**config.mk**
```make
export PLATFORM = sky130hd
export DESIGN_NAME = mos6502_instruction_predecoder
export DESIGN_NICKNAME = d
export VERILOG_FILES = /design/src/rtl/m6502pd_pkg.sv /design/src/rtl/mos6502_instruction_predecoder.sv
export SDC_FILE = /design/constraint.sdc
export NUM_CORES = 1
export LEC_CHECK = 0
export ABC_AREA = 1
export ABC_CLOCK_PERIOD_IN_PS = 10000
export CELL_PAD_IN_SITES_DETAIL_PLACEMENT = 2
export CELL_PAD_IN_SITES_GLOBAL_PLACEMENT = 2
export CORE_UTILIZATION = 30
export CTS_CLUSTER_DIAMETER = 100
export DETAILED_ROUTE_END_ITERATION = 8
export DONT_BUFFER_PORTS = 1
export MAX_ROUTING_LAYER = met4
export PLACE_DENSITY = 0.66
export SYNTH_ARGS = -nofsm -noshare
export SYNTH_HDL_FRONTEND = slang
export SYNTH_SLANG_ARGS = --single-unit
```
**constraint.sdc**
```tcl
create_clock -name clock -period 10 [get_ports clock]
set_input_delay 2 -clock clock [delete_from_list [all_inputs] [get_ports clock]]
set_output_delay 2 -clock clock [all_outputs]
set_load 0.01 [all_outputs]
```
**src/rtl/m6502pd_pkg.sv**
```systemverilog
// Package: opcode table, mnemonic and addressing mode codes for the 6502 predecoder.
package m6502pd_pkg;

   localparam logic [5:0] MN_UNDEFINED = 6'd57;

   localparam logic [3:0] MODE_PLAIN = 4'd0;
   localparam logic [3:0] MODE_IMM   = 4'd1;
   localparam logic [3:0] MODE_X     = 4'd2;
   localparam logic [3:0] MODE_Y     = 4'd3;
   localparam logic [3:0] MODE_INDX  = 4'd4;
   localparam logic [3:0] MODE_INDY  = 4'd5;
   localparam logic [3:0] MODE_IND   = 4'd6;
   localparam logic [3:0] MODE_ACC   = 4'd7;
   localparam logic [3:0] MODE_REL   = 4'd8;

   typedef struct packed {
      logic [1:0] len;
      logic [5:0] mn;
      logic [3:0] mode;
   } op_info_type;

   function automatic op_info_type op_lookup(input logic [7:0] op);
      op_info_type e;
      e = '{len: 2'd1, mn: MN_UNDEFINED, mode: MODE_PLAIN};
      unique case (op)
         8'h00: e = '{2'd1, 6'd10, MODE_PLAIN};
         8'h01: e = '{2'd2, 6'd34, MODE_INDX};
         8'h05: e = '{2'd2, 6'd34, MODE_PLAIN};
         8'h06: e = '{2'd2, 6'd2,  MODE_PLAIN};
         8'h08: e = '{2'd1, 6'd36, MODE_PLAIN};
         8'h09: e = '{2'd2, 6'd34, MODE_IMM};
         8'h0A: e = '{2'd1, 6'd2,  MODE_ACC};
         8'h0D: e = '{2'd3, 6'd34, MODE_PLAIN};
         8'h0E: e = '{2'd3, 6'd2,  MODE_PLAIN};
         8'h10: e = '{2'd2, 6'd9,  MODE_REL};
         8'h11: e = '{2'd2, 6'd34, MODE_INDY};
         8'h15: e = '{2'd2, 6'd34, MODE_X};
         8'h16: e = '{2'd2, 6'd2,  MODE_X};
         8'h18: e = '{2'd1, 6'd13, MODE_PLAIN};
         8'h19: e = '{2'd3, 6'd34, MODE_Y};
         8'h1D: e = '{2'd3, 6'd34, MODE_X};
         8'h1E: e = '{2'd3, 6'd2,  MODE_X};
         8'h20: e = '{2'd3, 6'd28, MODE_PLAIN};
         8'h21: e = '{2'd2, 6'd1,  MODE_INDX};
         8'h24: e = '{2'd2, 6'd6,  MODE_PLAIN};
         8'h25: e = '{2'd2, 6'd1,  MODE_PLAIN};
         8'h26: e = '{2'd2, 6'd39, MODE_PLAIN};
         8'h28: e = '{2'd1, 6'd38, MODE_PLAIN};
         8'h29: e = '{2'd2, 6'd1,  MODE_IMM};
         8'h2A: e = '{2'd1, 6'd39, MODE_ACC};
         8'h2C: e = '{2'd3, 6'd6,  MODE_PLAIN};
         8'h2D: e = '{2'd3, 6'd1,  MODE_PLAIN};
         8'h2E: e = '{2'd3, 6'd39, MODE_PLAIN};
         8'h30: e = '{2'd2, 6'd7,  MODE_REL};
         8'h31: e = '{2'd2, 6'd1,  MODE_INDY};
         8'h35: e = '{2'd2, 6'd1,  MODE_X};
         8'h36: e = '{2'd2, 6'd39, MODE_X};
         8'h38: e = '{2'd1, 6'd45, MODE_PLAIN};
         8'h39: e = '{2'd3, 6'd1,  MODE_Y};
         8'h3D: e = '{2'd3, 6'd1,  MODE_X};
         8'h3E: e = '{2'd3, 6'd39, MODE_X};
         8'h40: e = '{2'd1, 6'd42, MODE_PLAIN};
         8'h41: e = '{2'd2, 6'd23, MODE_INDX};
         8'h45: e = '{2'd2, 6'd23, MODE_PLAIN};
         8'h46: e = '{2'd2, 6'd32, MODE_PLAIN};
         8'h48: e = '{2'd1, 6'd35, MODE_PLAIN};
         8'h49: e = '{2'd2, 6'd23, MODE_IMM};
         8'h4A: e = '{2'd1, 6'd32, MODE_ACC};
         8'h4C: e = '{2'd3, 6'd27, MODE_PLAIN};
         8'h4D: e = '{2'd3, 6'd23, MODE_PLAIN};
         8'h4E: e = '{2'd3, 6'd32, MODE_PLAIN};
         8'h50: e = '{2'd2, 6'd11, MODE_REL};
         8'h51: e = '{2'd2, 6'd23, MODE_INDY};
         8'h55: e = '{2'd2, 6'd23, MODE_X};
         8'h56: e = '{2'd2, 6'd32, MODE_X};
         8'h58: e = '{2'd1, 6'd15, MODE_PLAIN};
         8'h59: e = '{2'd3, 6'd23, MODE_Y};
         8'h5D: e = '{2'd3, 6'd23, MODE_X};
         8'h5E: e = '{2'd3, 6'd32, MODE_X};
         8'h60: e = '{2'd1, 6'd43, MODE_PLAIN};
         8'h61: e = '{2'd2, 6'd0,  MODE_INDX};
         8'h65: e = '{2'd2, 6'd0,  MODE_PLAIN};
         8'h66: e = '{2'd2, 6'd40, MODE_PLAIN};
         8'h68: e = '{2'd1, 6'd37, MODE_PLAIN};
         8'h69: e = '{2'd2, 6'd0,  MODE_IMM};
         8'h6A: e = '{2'd1, 6'd40, MODE_ACC};
         8'h6C: e = '{2'd3, 6'd27, MODE_IND};
         8'h6D: e = '{2'd3, 6'd0,  MODE_PLAIN};
         8'h6E: e = '{2'd3, 6'd40, MODE_PLAIN};
         8'h70: e = '{2'd2, 6'd12, MODE_REL};
         8'h71: e = '{2'd2, 6'd0,  MODE_INDY};
         8'h75: e = '{2'd2, 6'd0,  MODE_X};
         8'h76: e = '{2'd2, 6'd40, MODE_X};
         8'h78: e = '{2'd1, 6'd47, MODE_PLAIN};
         8'h79: e = '{2'd3, 6'd0,  MODE_Y};
         8'h7D: e = '{2'd3, 6'd0,  MODE_X};
         8'h7E: e = '{2'd3, 6'd40, MODE_X};
         8'h81: e = '{2'd2, 6'd48, MODE_INDX};
         8'h84: e = '{2'd2, 6'd50, MODE_PLAIN};
         8'h85: e = '{2'd2, 6'd48, MODE_PLAIN};
         8'h86: e = '{2'd2, 6'd49, MODE_PLAIN};
         8'h88: e = '{2'd1, 6'd22, MODE_PLAIN};
         8'h8A: e = '{2'd1, 6'd54, MODE_PLAIN};
         8'h8C: e = '{2'd3, 6'd50, MODE_PLAIN};
         8'h8D: e = '{2'd3, 6'd48, MODE_PLAIN};
         8'h8E: e = '{2'd3, 6'd49, MODE_PLAIN};
         8'h90: e = '{2'd2, 6'd3,  MODE_REL};
         8'h91: e = '{2'd2, 6'd48, MODE_INDY};
         8'h94: e = '{2'd2, 6'd50, MODE_X};
         8'h95: e = '{2'd2, 6'd48, MODE_X};
         8'h96: e = '{2'd2, 6'd49, MODE_Y};
         8'h98: e = '{2'd1, 6'd56, MODE_PLAIN};
         8'h99: e = '{2'd3, 6'd48, MODE_Y};
         8'h9A: e = '{2'd1, 6'd55, MODE_PLAIN};
         8'h9D: e = '{2'd3, 6'd48, MODE_X};
         8'hA0: e = '{2'd2, 6'd31, MODE_IMM};
         8'hA1: e = '{2'd2, 6'd29, MODE_INDX};
         8'hA2: e = '{2'd2, 6'd30, MODE_IMM};
         8'hA4: e = '{2'd2, 6'd31, MODE_PLAIN};
         8'hA5: e = '{2'd2, 6'd29, MODE_PLAIN};
         8'hA6: e = '{2'd2, 6'd30, MODE_PLAIN};
         8'hA8: e = '{2'd1, 6'd52, MODE_PLAIN};
         8'hA9: e = '{2'd2, 6'd29, MODE_IMM};
         8'hAA: e = '{2'd1, 6'd51, MODE_PLAIN};
         8'hAC: e = '{2'd3, 6'd31, MODE_PLAIN};
         8'hAD: e = '{2'd3, 6'd29, MODE_PLAIN};
         8'hAE: e = '{2'd3, 6'd30, MODE_PLAIN};
         8'hB0: e = '{2'd2, 6'd4,  MODE_REL};
         8'hB1: e = '{2'd2, 6'd29, MODE_INDY};
         8'hB4: e = '{2'd2, 6'd31, MODE_X};
         8'hB5: e = '{2'd2, 6'd29, MODE_X};
         8'hB6: e = '{2'd2, 6'd30, MODE_Y};
         8'hB8: e = '{2'd1, 6'd16, MODE_PLAIN};
         8'hB9: e = '{2'd3, 6'd29, MODE_Y};
         8'hBA: e = '{2'd1, 6'd53, MODE_PLAIN};
         8'hBC: e = '{2'd3, 6'd31, MODE_X};
         8'hBD: e = '{2'd3, 6'd29, MODE_X};
         8'hBE: e = '{2'd3, 6'd30, MODE_Y};
         8'hC0: e = '{2'd2, 6'd19, MODE_IMM};
         8'hC1: e = '{2'd2, 6'd17, MODE_INDX};
         8'hC4: e = '{2'd2, 6'd19, MODE_PLAIN};
         8'hC5: e = '{2'd2, 6'd17, MODE_PLAIN};
         8'hC6: e = '{2'd2, 6'd20, MODE_PLAIN};
         8'hC8: e = '{2'd1, 6'd26, MODE_PLAIN};
         8'hC9: e = '{2'd2, 6'd17, MODE_IMM};
         8'hCA: e = '{2'd1, 6'd21, MODE_PLAIN};
         8'hCC: e = '{2'd3, 6'd19, MODE_PLAIN};
         8'hCD: e = '{2'd3, 6'd17, MODE_PLAIN};
         8'hCE: e = '{2'd3, 6'd20, MODE_PLAIN};
         8'hD0: e = '{2'd2, 6'd8,  MODE_REL};
         8'hD1: e = '{2'd2, 6'd17, MODE_INDY};
         8'hD5: e = '{2'd2, 6'd17, MODE_X};
         8'hD6: e = '{2'd2, 6'd20, MODE_X};
         8'hD8: e = '{2'd1, 6'd14, MODE_PLAIN};
         8'hD9: e = '{2'd3, 6'd17, MODE_Y};
         8'hDD: e = '{2'd3, 6'd17, MODE_X};
         8'hDE: e = '{2'd3, 6'd20, MODE_X};
         8'hE0: e = '{2'd2, 6'd18, MODE_IMM};
         8'hE1: e = '{2'd2, 6'd44, MODE_INDX};
         8'hE4: e = '{2'd2, 6'd18, MODE_PLAIN};
         8'hE5: e = '{2'd2, 6'd44, MODE_PLAIN};
         8'hE6: e = '{2'd2, 6'd24, MODE_PLAIN};
         8'hE8: e = '{2'd1, 6'd25, MODE_PLAIN};
         8'hE9: e = '{2'd2, 6'd44, MODE_IMM};
         8'hEA: e = '{2'd1, 6'd33, MODE_PLAIN};
         8'hEC: e = '{2'd3, 6'd18, MODE_PLAIN};
         8'hED: e = '{2'd3, 6'd44, MODE_PLAIN};
         8'hEE: e = '{2'd3, 6'd24, MODE_PLAIN};
         8'hF0: e = '{2'd2, 6'd5,  MODE_REL};
         8'hF1: e = '{2'd2, 6'd44, MODE_INDY};
         8'hF5: e = '{2'd2, 6'd44, MODE_X};
         8'hF6: e = '{2'd2, 6'd24, MODE_X};
         8'hF8: e = '{2'd1, 6'd46, MODE_PLAIN};
         8'hF9: e = '{2'd3, 6'd44, MODE_Y};
         8'hFD: e = '{2'd3, 6'd44, MODE_X};
         8'hFE: e = '{2'd3, 6'd24, MODE_X};
         default: e = '{2'd1, MN_UNDEFINED, MODE_PLAIN};
      endcase
      return e;
   endfunction

endpackage

```
**src/rtl/mos6502_instruction_predecoder.sv**
```systemverilog
// Top level: 6502 code byte predecoder with registered input stage and result register.
//
// Accepts one code byte per cycle while req_stall is low and gives one result per
// complete instruction after its last byte passes the input and result registers. The
// opcode lookup and the 16-bit branch target add sit between those two registers. A
// csr_ write loads the origin and drops any partly received instruction; write it
// only while no byte is in flight. Throughput is set by the result register: the
// input stalls only when a finished result waits and the input register is also full.
module mos6502_instruction_predecoder (
   input  logic        clock,
   input  logic        reset,
   input  logic        req_valid,
   output logic        req_stall,
   input  logic [7:0]  req_code_byte,
   output logic        rsp_valid,
   input  logic        rsp_stall,
   output logic [15:0] rsp_instr_address,
   output logic [7:0]  rsp_opcode_value,
   output logic [5:0]  rsp_mnemonic,
   output logic [3:0]  rsp_addr_mode,
   output logic [1:0]  rsp_instr_length,
   output logic [15:0] rsp_operand,
   input  logic        csr_valid,
   output logic        csr_ready,
   input  logic [15:0] csr_start_address
);

   logic        in_valid_ff;
   logic [7:0]  in_byte_ff;
   logic [1:0]  remain_ff, remain_in;
   logic [7:0]  opcode_ff, opcode_in;
   logic [7:0]  low_ff, low_in;
   logic [15:0] pc_ff, pc_in;
   logic [15:0] start_ff, start_in;
   logic        out_valid_ff;
   logic [15:0] out_addr_ff;
   logic [7:0]  out_op_ff;
   logic [5:0]  out_mn_ff;
   logic [3:0]  out_mode_ff;
   logic [1:0]  out_len_ff;
   logic [15:0] out_operand_ff;

   m6502pd_pkg::op_info_type info;
   logic [7:0]  cur_op;
   logic        first_byte;
   logic        done;
   logic        advance;
   logic        out_free;
   logic [15:0] operand_in;
   logic [15:0] offset;

   assign out_free  = !out_valid_ff || !rsp_stall;
   assign advance   = in_valid_ff && out_free;
   assign req_stall = in_valid_ff && !out_free;
   assign csr_ready = 1'b1;

   assign first_byte = (remain_ff == 2'd0);
   assign cur_op     = first_byte ? in_byte_ff : opcode_ff;
   assign info       = m6502pd_pkg::op_lookup(cur_op);
   assign offset     = {{8{in_byte_ff[7]}}, in_byte_ff};

   always_comb begin
      remain_in  = remain_ff;
      opcode_in  = opcode_ff;
      low_in     = low_ff;
      pc_in      = pc_ff;
      start_in   = start_ff;
      done       = 1'b0;
      if (first_byte) begin
         opcode_in = in_byte_ff;
         start_in  = pc_ff;
         pc_in     = pc_ff + {14'd0, info.len};
         remain_in = info.len - 2'd1;
         done      = (info.len == 2'd1);
      end else begin
         remain_in = remain_ff - 2'd1;
         done      = (remain_ff == 2'd1);
         if (remain_ff != 2'd1) begin
            low_in = in_byte_ff;
         end
      end
   end

   always_comb begin
      operand_in = 16'd0;
      if (info.len == 2'd2) begin
         if (info.mode == m6502pd_pkg::MODE_REL) begin
            operand_in = pc_ff + offset;
         end else begin
            operand_in = {8'd0, in_byte_ff};
         end
      end else if (info.len == 2'd3) begin
         operand_in = {in_byte_ff, low_ff};
      end
   end

   always_ff @(posedge clock) begin
      if (reset) begin
         in_valid_ff <= 1'b0;
      end else if (req_valid && !req_stall) begin
         in_valid_ff <= 1'b1;
      end else if (advance) begin
         in_valid_ff <= 1'b0;
      end
      if (req_valid && !req_stall) begin
         in_byte_ff <= req_code_byte;
      end
   end

   always_ff @(posedge clock) begin
      if (reset) begin
         remain_ff <= 2'd0;
         opcode_ff <= 8'd0;
         low_ff    <= 8'd0;
         pc_ff     <= 16'd0;
         start_ff  <= 16'd0;
      end else if (csr_valid && csr_ready) begin
         remain_ff <= 2'd0;
         pc_ff     <= csr_start_address;
         start_ff  <= csr_start_address;
      end else if (advance) begin
         remain_ff <= remain_in;
         opcode_ff <= opcode_in;
         low_ff    <= low_in;
         pc_ff     <= pc_in;
         start_ff  <= start_in;
      end
   end

   always_ff @(posedge clock) begin
      if (reset) begin
         out_valid_ff <= 1'b0;
      end else if (out_free) begin
         out_valid_ff <= advance && done;
      end
      if (advance && done) begin
         out_addr_ff    <= start_in;
         out_op_ff      <= opcode_in;
         out_mn_ff      <= info.mn;
         out_mode_ff    <= info.mode;
         out_len_ff     <= info.len;
         out_operand_ff <= operand_in;
      end
   end

   assign rsp_valid         = out_valid_ff;
   assign rsp_instr_address = out_addr_ff;
   assign rsp_opcode_value  = out_op_ff;
   assign rsp_mnemonic      = out_mn_ff;
   assign rsp_addr_mode     = out_mode_ff;
   assign rsp_instr_length  = out_len_ff;
   assign rsp_operand       = out_operand_ff;

   a_len_nonzero: assert property (@(posedge clock) disable iff (reset)
      rsp_valid |-> rsp_instr_length != 2'd0) else $error("zero instruction length");
   a_hold: assert property (@(posedge clock) disable iff (reset)
      rsp_valid && rsp_stall |=> rsp_valid && $stable(rsp_operand))
      else $error("result changed under stall");
   a_remain: assert property (@(posedge clock) disable iff (reset)
      remain_ff != 2'd3) else $error("bad byte count");
   a_one_byte: assert property (@(posedge clock) disable iff (reset)
      rsp_valid && rsp_instr_length == 2'd1 |-> rsp_operand == 16'd0)
      else $error("operand on one-byte instruction");

endmodule

```
==> summary.md <==
* **final clock skew** 13.3 ps
* **Reg-to-Reg Start** remain_ff[1]$_SDFFE_PP0P_
* **insertion delay to the later sink of the worst-skew pair** 360 ps
* **Synth Flop Type** sky130_fd_sc_hd__edfxtp_1
* **global-route wire length before repair** 41100 um
* **Post-CTS Hold Buffers** 0
* **number of vias in the routed layout** 6652
* **Critical Path Fanout Max** 42
* **Layout Nets** 1012
* **most repeated library cell on the critical path** sky130_fd_sc_hd__nand2_1
* **number of enable-type register cells in the synthesized netlist** 60
* **class of the tightest hold or removal check** reg2reg
* **Placer Congestion** 0.833
* **clock-pin slew reported for the worst setup and hold paths after clock tree synthesis** 80 ps
* **kind of start point of the critical path** flop
* **Final Util** 0.329
* **DP HPWL** 19800 um
* **Max stage delay on crit path** 880 ps
* **run status** complete, no violations
* **net count after synthesis** 1037
* **Setup violations, final** 0
* **Std-Cell Rows** 56
* **max_slew headroom** 0.273
* **number of I/O pins** 84
* **Max Transition Viols Final** 0
* **sequential area share after synthesis** 0.396
* **met2 wirelength from detailed routing** 12000 um
* **initial standard-cell utilization of the core** 0.306
* **die extent in y** 157 um
* **minimum clock period after layout** 5150 ps
* **port buffer count** 0
* **Clock Path Buffers** 2
* **met3 routed WL** 698 um
* **DRT met1 WL** 13300 um
* **Fin. Hold Viols** 0
* **overflow left after global routing** 0
* **capture point of the worst reg-to-reg path** pc_ff[12]$_SDFFE_PP0P_
* **synthesized instance count** 978
* **clk root buf** sky130_fd_sc_hd__clkbuf_16
* **Detailed Route Iter0 Violations** 353
* **Worst IR Drop VDD** 0.0739 mV
* **Hold Slack** 455 ps
* **core outline area** 23500 um^2
* **remaining routing DRC violations** 0
* **source of the critical timing path** remain_ff[1]$_SDFFE_PP0P_
* **vias in the first global route** 7060
* **length of the first detailed-routing pass in iterations** 5
* **overall global routing resource usage** 0.229
* **slowest stage cell, crit path** sky130_fd_sc_hd__nor2_4
* **leakage power of the design** 3.38 nW
* **uppermost layer routed** met4
* **worst path arrival time** 5400 ps
* **count of fill cells added during filler insertion** 2822
* **share of async-settable or async-resettable flops after synthesis** 0
* **setup bufs post-CTS** 0
* **Tcrit/Tclk final** 0.515
* **average wire length per cell after detail routing** 20.4 um
* **PwrDens** 177 nW/um^2
* **number of antenna cells inserted** 0
* **yosys warns** 0
* **final WL** 26100 um
* **Finished Layout Cells** 1277
* **Resize count post-CTS** 0
* **post-synthesis cell area** 7180 um^2
* **instance count on the critical path** 22
* **cell-by-cell trace of the critical path** nor2_4 > o21ai_0 > ha_1 > inv_1 > nand3_1 > nand3_1 > nand2_1 > nand3_1 > o21ai_1 > nand2_1 > nand2_1 > a21oi_2 > fa_1 > nand2_1 > nor3_1 > nand3_1 > o21ai_0 > nand2_1 > nand2_1 > nand3_1 > o211ai_1 > inv_1
* **Worst Path Required** 10250 ps
* **Setup TNS** 0 ps
* **peak clock frequency supported by timing** 0.194 GHz
* **post-layout power** 1.37 mW
* **distinct cell type count of the synthesized netlist** 48
* **slack of the worst reg-to-reg path** 4850 ps
* **cell count after placement** 1261
* **worst reg2reg path depth** 22
* **CTS tree** done
* **clock tree sinks** 112
* **unrepaired setup endpoints after global routing** no
* **total die area** 24600 um^2
* **Area growth syn-to-layout** 7.54%
* **total of flip-flops plus latches after synthesis** 112
* **Slew @ Worst Pin** 1090 ps
* **crit path capture type** flop
* **antenna violations before repair** 0
* **DR vias/cell** 5.21
* **cell class contributing the biggest share of worst-path delay** simple AND/OR/NAND/NOR gates
* **TritonCTS Buffers** 9
* **largest net degree at the start of global routing** 43
* **overall die width** 157 um
* **final antenna-violating net count** 0
* **Worst Setup EP** pc_ff[12]$_SDFFE_PP0P_
* **critical path buffer and inverter count** 2
* **max_cap viols** 0
* **critical path start-end classification** reg2reg
* **depth of the CTS H-tree** 3
* **fraction of final layout cells sized beyond drive strength 1** 0.0553
* **average size of a mapped cell** 7.34 um^2
## cell usage in the layout (no fill, tap or decap), drive strengths merged, types with 6 or more instances in the layout
| cell | count |
|---|---|
| inv | 111 |
| nand4 | 13 |
| ha | 28 |
| clkbuf | 13 |
| edfxtp | 60 |
| dfxtp | 52 |
| o211ai | 7 |
| nand3 | 86 |
| nor3 | 8 |
| nand2 | 259 |
| o21ai | 97 |
| a21oi | 68 |
| buf | 6 |
| xnor2 | 6 |
| nor2 | 60 |
| xor2 | 15 |
| a31oi | 22 |
## tightest hold or removal path, cell delays in order, from the launching register on
cell and delay [ps]:
sky130_fd_sc_hd__dfxtp_1 300, sky130_fd_sc_hd__inv_1 60, sky130_fd_sc_hd__a21oi_1 50
## cell families (layout without fill, tap and decap cells)
family,after synthesis,after routing,share of synthesized area
AND/OR/NAND/NOR,438,438,0.260
XOR/XNOR,21,21,0.0256
adder cells (fa/ha/maj),30,30,0.0543
AO/OA/AOI/OAI,220,220,0.174
other,1,1,0.000522
buffers and inverters,154,134,0.0871
flip-flops,112,112,0.396
multiplexers,2,2,0.00279
## per-stage QoR
step | setup slack, ps | instance area, um^2
final | 4850 | 7720
after global routing | 4300 | 7720
after CTS | 4820 | 7720
after detailed placement | 4860 | 7430
after global placement | 5080 | 7430
after floorplan | 4680 | 7180
## synth_stat cells, drive strengths merged, types with 5 or more instances
library cell	number	area [um^2]
buf	20	123
clkbuf	22	82.6
o21ai	97	516
a31oi	22	138
xor2	15	131
o211ai	7	52.6
nor2	60	243
nor3	8	40.0
dfxtp	52	1040
a21boi	5	37.5
nand4	13	81.3
ha	28	350
or2	5	31.3
a21oi	68	344
xnor2	6	52.6
edfxtp	60	1800
nand3	86	435
inv	110	413
nand2	259	987
## worst min path at each step
stage	startpoint	to	slack, ps	cells past startpoint
2_1_floorplan	low_ff[0]$_SDFFE_PP0P_	low_ff[0]$_SDFFE_PP0P_	420	2
3_3_place_gp	low_ff[3]$_SDFFE_PP0P_	low_ff[3]$_SDFFE_PP0P_	440	2
5_1_grt	low_ff[4]$_SDFFE_PP0P_	low_ff[4]$_SDFFE_PP0P_	480	2
6_report	low_ff[1]$_SDFFE_PP0P_	low_ff[1]$_SDFFE_PP0P_	460	2
4_1_cts	low_ff[3]$_SDFFE_PP0P_	low_ff[3]$_SDFFE_PP0P_	450	2
3_5_place_dp	low_ff[3]$_SDFFE_PP0P_	low_ff[3]$_SDFFE_PP0P_	440	2
## metal layers
metal	GRT usage	vias to the layer above
li1	-	3233
met1	0.312	3307
met2	0.363	102
met3	0.0321	10
met4	0.0378	0
met5	-	-
## layout make-up
class / count / area (um^2) / share of cell area
inverter: 112 / 420 / 0.0544
clock inverter: 3 / 23.8 / 0.00308
sequential: 112 / 2840 / 0.368
tap: 319 / 399 / 0.0517
timing repair buffer: 6 / 45.0 / 0.00583
clock buffer: 13 / 272 / 0.0351
multi-input combinational: 712 / 3720 / 0.482
## state kept, by name, summed over array words and instances, names as in the netlist
register and cells:
rsp_addr_mode 4, rsp_mnemonic 6, rsp_valid 1, low_ff 8
opcode_ff 8, in_valid_ff 1, rsp_instr_length 2, pc_ff 16
start_ff 16, in_byte_ff 8, remain_ff 2, rsp_instr_address 16
rsp_operand 16, rsp_opcode_value 8
## report_power, final
| group | internal [mW] | leakage, nW | switching (mW) | total (mW) |
|---|---|---|---|---|
| sequential | 0.533 | 0.981 | 0.0330 | 0.566 |
| clock | 0.193 | 0.145 | 0.168 | 0.361 |
| combinational | 0.123 | 2.25 | 0.318 | 0.442 |
| total | 0.849 | 3.38 | 0.519 | 1.37 |
(Power assumes the default switching activity.)
